===== src/hdl/trsd_pkg.sv =====
package trsd_pkg;

  // Default number of header bytes skipped when a frame opens with the header mark.
  localparam int unsigned HeaderBytesDefault = 11;

  // Field widths.
  localparam int unsigned ByteW    = 8;
  localparam int unsigned ColorW   = 24;
  localparam int unsigned LitCntW  = 7;
  localparam int unsigned HdrCntW  = 4;
  localparam int unsigned PalDepth = 256;
  localparam int unsigned PalAddrW = 8;

  // Packed stream widths.
  localparam int unsigned InDataW  = 40;
  localparam int unsigned InUserW  = 2;
  localparam int unsigned OutDataW = 32;

  // Byte codes of the frame stream.
  localparam logic [ByteW-1:0] HeaderMark = 8'd10;
  localparam logic [ByteW-1:0] LiteralMax = 8'd127;

  // Operation codes carried in the input tuser.
  typedef enum logic {
    OP_DECODE = 1'b0,
    OP_PAL_LOAD = 1'b1
  } op_e;

  // Transparent run color (magenta).
  localparam logic [ColorW-1:0] TranspColor = 24'hFF00FF;

  // Decision of the control unit for one accepted byte.
  typedef struct packed {
    logic              emit;
    logic              transp;
    logic [ByteW-1:0]  run_len;
  } ctrl_res_t;

endpackage


===== src/hdl/trsd_ctrl.sv =====
module trsd_ctrl #(
  parameter int unsigned HEADER_BYTES = trsd_pkg::HeaderBytesDefault
) (
  input  logic                       clk_i,
  input  logic                       rst_ni,
  input  logic                       cfg_we_i,
  input  logic                       cfg_wdata_i,
  input  logic                       accept_i,
  input  trsd_pkg::op_e              op_i,
  input  logic                       frame_start_i,
  input  logic [trsd_pkg::ByteW-1:0] data_byte_i,
  output trsd_pkg::ctrl_res_t        res_o
);
  import trsd_pkg::*;

  logic               hdr_en_q, hdr_en_d;
  logic [LitCntW-1:0] lit_left_q, lit_left_d;
  logic [HdrCntW-1:0] hdr_left_q, hdr_left_d;

  // Header enable register.
  always_comb begin
    hdr_en_d = hdr_en_q;
    if (cfg_we_i) begin
      hdr_en_d = cfg_wdata_i;
    end
  end

  // Byte decision: header skip, literal pixel or new command.
  always_comb begin
    logic take_cmd;
    take_cmd   = 1'b0;
    lit_left_d = lit_left_q;
    hdr_left_d = hdr_left_q;
    res_o      = '0;
    if (accept_i && op_i == OP_DECODE) begin
      if (frame_start_i) begin
        lit_left_d = '0;
        hdr_left_d = '0;
        if (hdr_en_q && data_byte_i == HeaderMark) begin
          hdr_left_d = HdrCntW'(HEADER_BYTES - 1);
        end else begin
          take_cmd = 1'b1;
        end
      end else if (hdr_left_q != '0) begin
        hdr_left_d = hdr_left_q - HdrCntW'(1);
      end else if (lit_left_q != '0) begin
        lit_left_d    = lit_left_q - LitCntW'(1);
        res_o.emit    = 1'b1;
        res_o.transp  = 1'b0;
        res_o.run_len = ByteW'(1);
      end else begin
        take_cmd = 1'b1;
      end

      if (take_cmd) begin
        if (data_byte_i <= LiteralMax) begin
          lit_left_d = data_byte_i[LitCntW-1:0];
        end else begin
          res_o.emit    = 1'b1;
          res_o.transp  = 1'b1;
          res_o.run_len = ByteW'(9'd256 - {1'b0, data_byte_i});
        end
      end
    end
  end

  always_ff @(posedge clk_i or negedge rst_ni) begin
    if (!rst_ni) begin
      hdr_en_q   <= 1'b1;
      lit_left_q <= '0;
      hdr_left_q <= '0;
    end else begin
      hdr_en_q   <= hdr_en_d;
      lit_left_q <= lit_left_d;
      hdr_left_q <= hdr_left_d;
    end
  end

endmodule


===== config.mk =====
export PLATFORM = sky130hd
export DESIGN_NAME = trsd_ctrl
export DESIGN_NICKNAME = d
export VERILOG_FILES = /design/src/hdl/trsd_pkg.sv /design/src/hdl/trsd_ctrl.sv
export SDC_FILE = /design/constraint.sdc
export NUM_CORES = 1
export LEC_CHECK = 0
export BUFFER_PORTS_ARGS = -buffer_cell sky130_fd_sc_hd__buf_4
export CAP_MARGIN = 15
export CORE_MARGIN = 2
export CORE_UTILIZATION = 49
export CTS_BUF_LIST = sky130_fd_sc_hd__clkbuf_4 sky130_fd_sc_hd__clkbuf_8 sky130_fd_sc_hd__clkbuf_16
export DETAILED_ROUTE_END_ITERATION = 10
export PLACE_DENSITY_LB_ADDON = 0.05
export SLEW_MARGIN = 20
export SYNTH_ARGS = -nofsm -noshare
export SYNTH_HDL_FRONTEND = slang
export SYNTH_SLANG_ARGS = --single-unit
export TNS_END_PERCENT = 10

===== constraint.sdc =====
create_clock -name clk_i -period 2.2 [get_ports clk_i]
set_input_delay 0.22 -clock clk_i [delete_from_list [all_inputs] [get_ports clk_i]]
set_output_delay 0.22 -clock clk_i [all_outputs]
set_load 0.03 [all_outputs]

==> results.py <==
metrics = {
    "power_and_ir_drop": {
        "switchingPower_uw": 535,
        "power_leakage_uw": 0.000675,
        "intPower_uw": 743,
        "netSwitchingFraction_pct": 41.9,
        "irDropWorstVdd_mv": 0.548,
        "power_uw": 1280,
        "comb_power_share_pct": 54.6,
        "clockPowerShare_pct": 14.5,
        "seqPwrFrac_pct": 30.9,
        "cellPowerDensity_nw_per_um2": 862,
    },
    "drt": {
        "vias_per_cell": 5.98,
        "via_count": 1142,
        "drcViolationCount": 0,
        "wirelength_mm": 2.91,
        "first_pass_iters": 4,
        "post_drt_wl_per_cell_um": 15.3,
        "ant_nets": 0,
        "drt_iter0_markers": 24,
    },
    "synth": {
        "yosys.area_share.simple_pct": 31.1,
        "synth_area_per_cell_um2": 8.93,
        "syn_nets": 148,
        "synth_edf_count": 0,
        "synth_xor_area_share_pct": 3.83,
        "ys_ff_latch": 12,
        "syn_area_um2": 1140,
        "yosysWarnings": 0,
        "synthAdderAreaFrac_pct": 5.47,
        "post_synth_inst_count": 128,
        "async_reset_ff_share_pct": 100,
        "synth_compound_area_share_pct": 24.1,
        "ys_types": 51,
        "ys.flop_type": "dfrtp_1",
        "synth_mux_area_share_pct": 1.86,
        "yosysSeqAreaShare_pct": 26.4,
        "synth_top_family_by_area": "simple AND/OR/NAND/NOR gates",
    },
    "timing": {
        "fin_crit_sh_pct": 97.2,
        "worst_slack_ns": 0.0622,
        "finalSetupViolCount": 0,
        "final-hold-violation-count": 0,
        "worst_slew_pin_slew_ns": 0.497,
        "clock_skew_ns": 0.00361,
        "finalCriticalPeriod_ns": 2.14,
        "fmax_ghz": 0.468,
        "max-slew-margin-rel_pct": 66.8,
        "slew_viol_final": 0,
    },
    "floorplanning": {
        "die_y_um": 52.3,
        "rows": 17,
        "fp.dieArea_um2": 2740,
        "die_w_um": 52.3,
        "ios": 25,
        "core-area_um2": 2210,
        "start_util_pct": 51.7,
    },
    "global_routing": {
        "grt_pass1_wl_mm": 4.64,
        "antenna_found_initial": 0,
        "grt_usage_pct": 23.3,
        "grt_pass1_vias": 1018,
        "grt_overflow": 0,
        "grt_max_degree": 16,
    },
    "setup_path": {
        "critical_path.startpoint_type": "flip-flop",
        "reg2reg_from": "hdr_left_q[1]",
        "critical_path_class": "reg2out",
        "cp.required_ns": 1.98,
        "reg2reg_slack_ns": 0.47,
        "end_kind": "output pin",
        "r2r_cells": 6,
        "worst-path-max-fanout": 6,
        "r2r_end": "lit_left_q[1]",
        "critPathArrivalTime_ns": 1.92,
    },
    "clocking": {
        "h-tree-depth": 1,
        "cts_buffer_depth": 2,
        "clock_latency_ns": 0.28,
        "cts_tree": "built",
        "root_buffer": "clkbuf_4",
        "cts_sinks": 12,
        "cts_made_buffers": 3,
        "cts.clk_slew.worst_paths_ns": 0.08,
    },
    "cells_and_area": {
        "layout_commonest_cell": "buf_4",
        "finalNetCount": 184,
        "area_delta_synth_final_pct": 29.5,
        "stdcell_area_um2": 1480,
        "final_core_util_pct": 67.0,
        "drive_above_1_share_pct": 37.4,
        "nFillCells": 197,
        "diodes": 0,
        "final_cells": 191,
        "layout_common_cells": "buf_4, inv_1, nor2_1, dfrtp_1",
    },
    "min_path": {
        "holdPathStages": 2,
        "min_from": "cfg_wdata_i",
        "holdPathEnd": "hdr_en_q",
        "hold_class": "in2reg",
    },
    "placement": {
        "dp_slack_ns": 0.205,
        "place_inst": 178,
        "placed_cell_area_um2": 1350,
        "routabilityCongestion": 0.835,
        "io_buffer_count": 24,
        "dp_hpwl_mm": 2.17,
    },
    "outcome": {
        "status": "completed",
    },
    "flow_run": {
        "max-cap-violations": 0,
    },
}
worst max path at each step:
stage / from / to / cells past startpoint
2_1_floorplan: lit_left_q[0] / res_o[7] / 6
3_3_place_gp: lit_left_q[0] / res_o[7] / 7
3_5_place_dp: lit_left_q[0] / res_o[7] / 7
4_1_cts: lit_left_q[0] / res_o[7] / 7
5_1_grt: hdr_left_q[1] / res_o[7] / 7
6_report: hdr_left_q[1] / res_o[7] / 7
critical path, stage by stage, from the launching register on:
cell	delay, ns
dfrtp_1	0.40
inv_1	0.10
ha_4	0.14
nor3b_4	0.21
a31o_4	0.19
nand3_4	0.11
nor4_4	0.31
buf_6	0.17
synth_stat cells, drive strengths merged, types with 2 or more instances:
master  instances  area (um2)
a211oi          2        15.0
buf             2        20.0
o211ai          5        37.5
a31oi           2        12.5
or3             2        12.5
o22a            2        17.5
nand2           6        22.5
dfrtp          11         275
xnor2           2        17.5
nor3b           3        45.1
nor3            4        36.3
nor2           11        41.3
a21o            2        17.5
nand4           7        43.8
a21oi           8        51.3
nand3           4        32.5
o21ai           4        20.0
xor2            3        26.3
nor2b           2        12.5
clkbuf          3        11.3
a32oi           2        17.5
inv            14        52.6
ha              5        62.6
layout make-up:
cell class	count	area, um2	area share, %
clock buffers	4	36.3	2.45
inverters	14	52.6	3.55
multi-input cells	97	779	52.6
flip-flops and latches	12	302	20.4
well taps	28	35.0	2.36
repair buffers	36	277	18.7
per-stage QoR:
step           TNS (ns)  hold slack [ns]
2_1_floorplan         0          -0.0756
6_report              0            0.173
5_1_grt         -0.0345            0.158
3_5_place_dp          0           0.0764
4_1_cts               0            0.168
3_3_place_gp          0           0.0761
state kept, by name (all words and copies together) (netlist names):
name        flops
lit_left_q      7
hdr_en_q        1
hdr_left_q      4
power by group through the flow:
| stage | Combinational [uW] | Clock, uW | Sequential, uW |
|---|---|---|---|
| after floorplan | 459 | 0 | 380 |
| after global placement | 585 | 0 | 396 |
| after detailed placement | 607 | 0 | 397 |
| after CTS | 621 | 193 | 393 |
| after global routing | 772 | 205 | 406 |
| final | 697 | 186 | 394 |
cells by family after synthesis:
family	after synthesis
AO/OA/AOI/OAI	34
AND/OR/NAND/NOR	51
adder cells (fa/ha/maj)	5
multiplexers	2
flip-flops	12
XOR/XNOR	5
buffers and inverters	19
repair_timing:
item,CTS,global route
hold endpoints to repair,12,0
resized for setup,0,7
endpoints found under the setup margin,1,3
buffers inserted,1,7
pin swaps,0,2
hold buffers,1,0
metal layers:
metal	wire (um)	track usage, %	part of all wire, %	vias up
met4	33	8.97	1.1	0
met3	114	3.43	3.9	4
met5	0	0	0	-
met2	1450	39.0	50	28
met1	1320	30.1	45	557
li1	-	-	-	553
(Power assumes the default switching activity.)
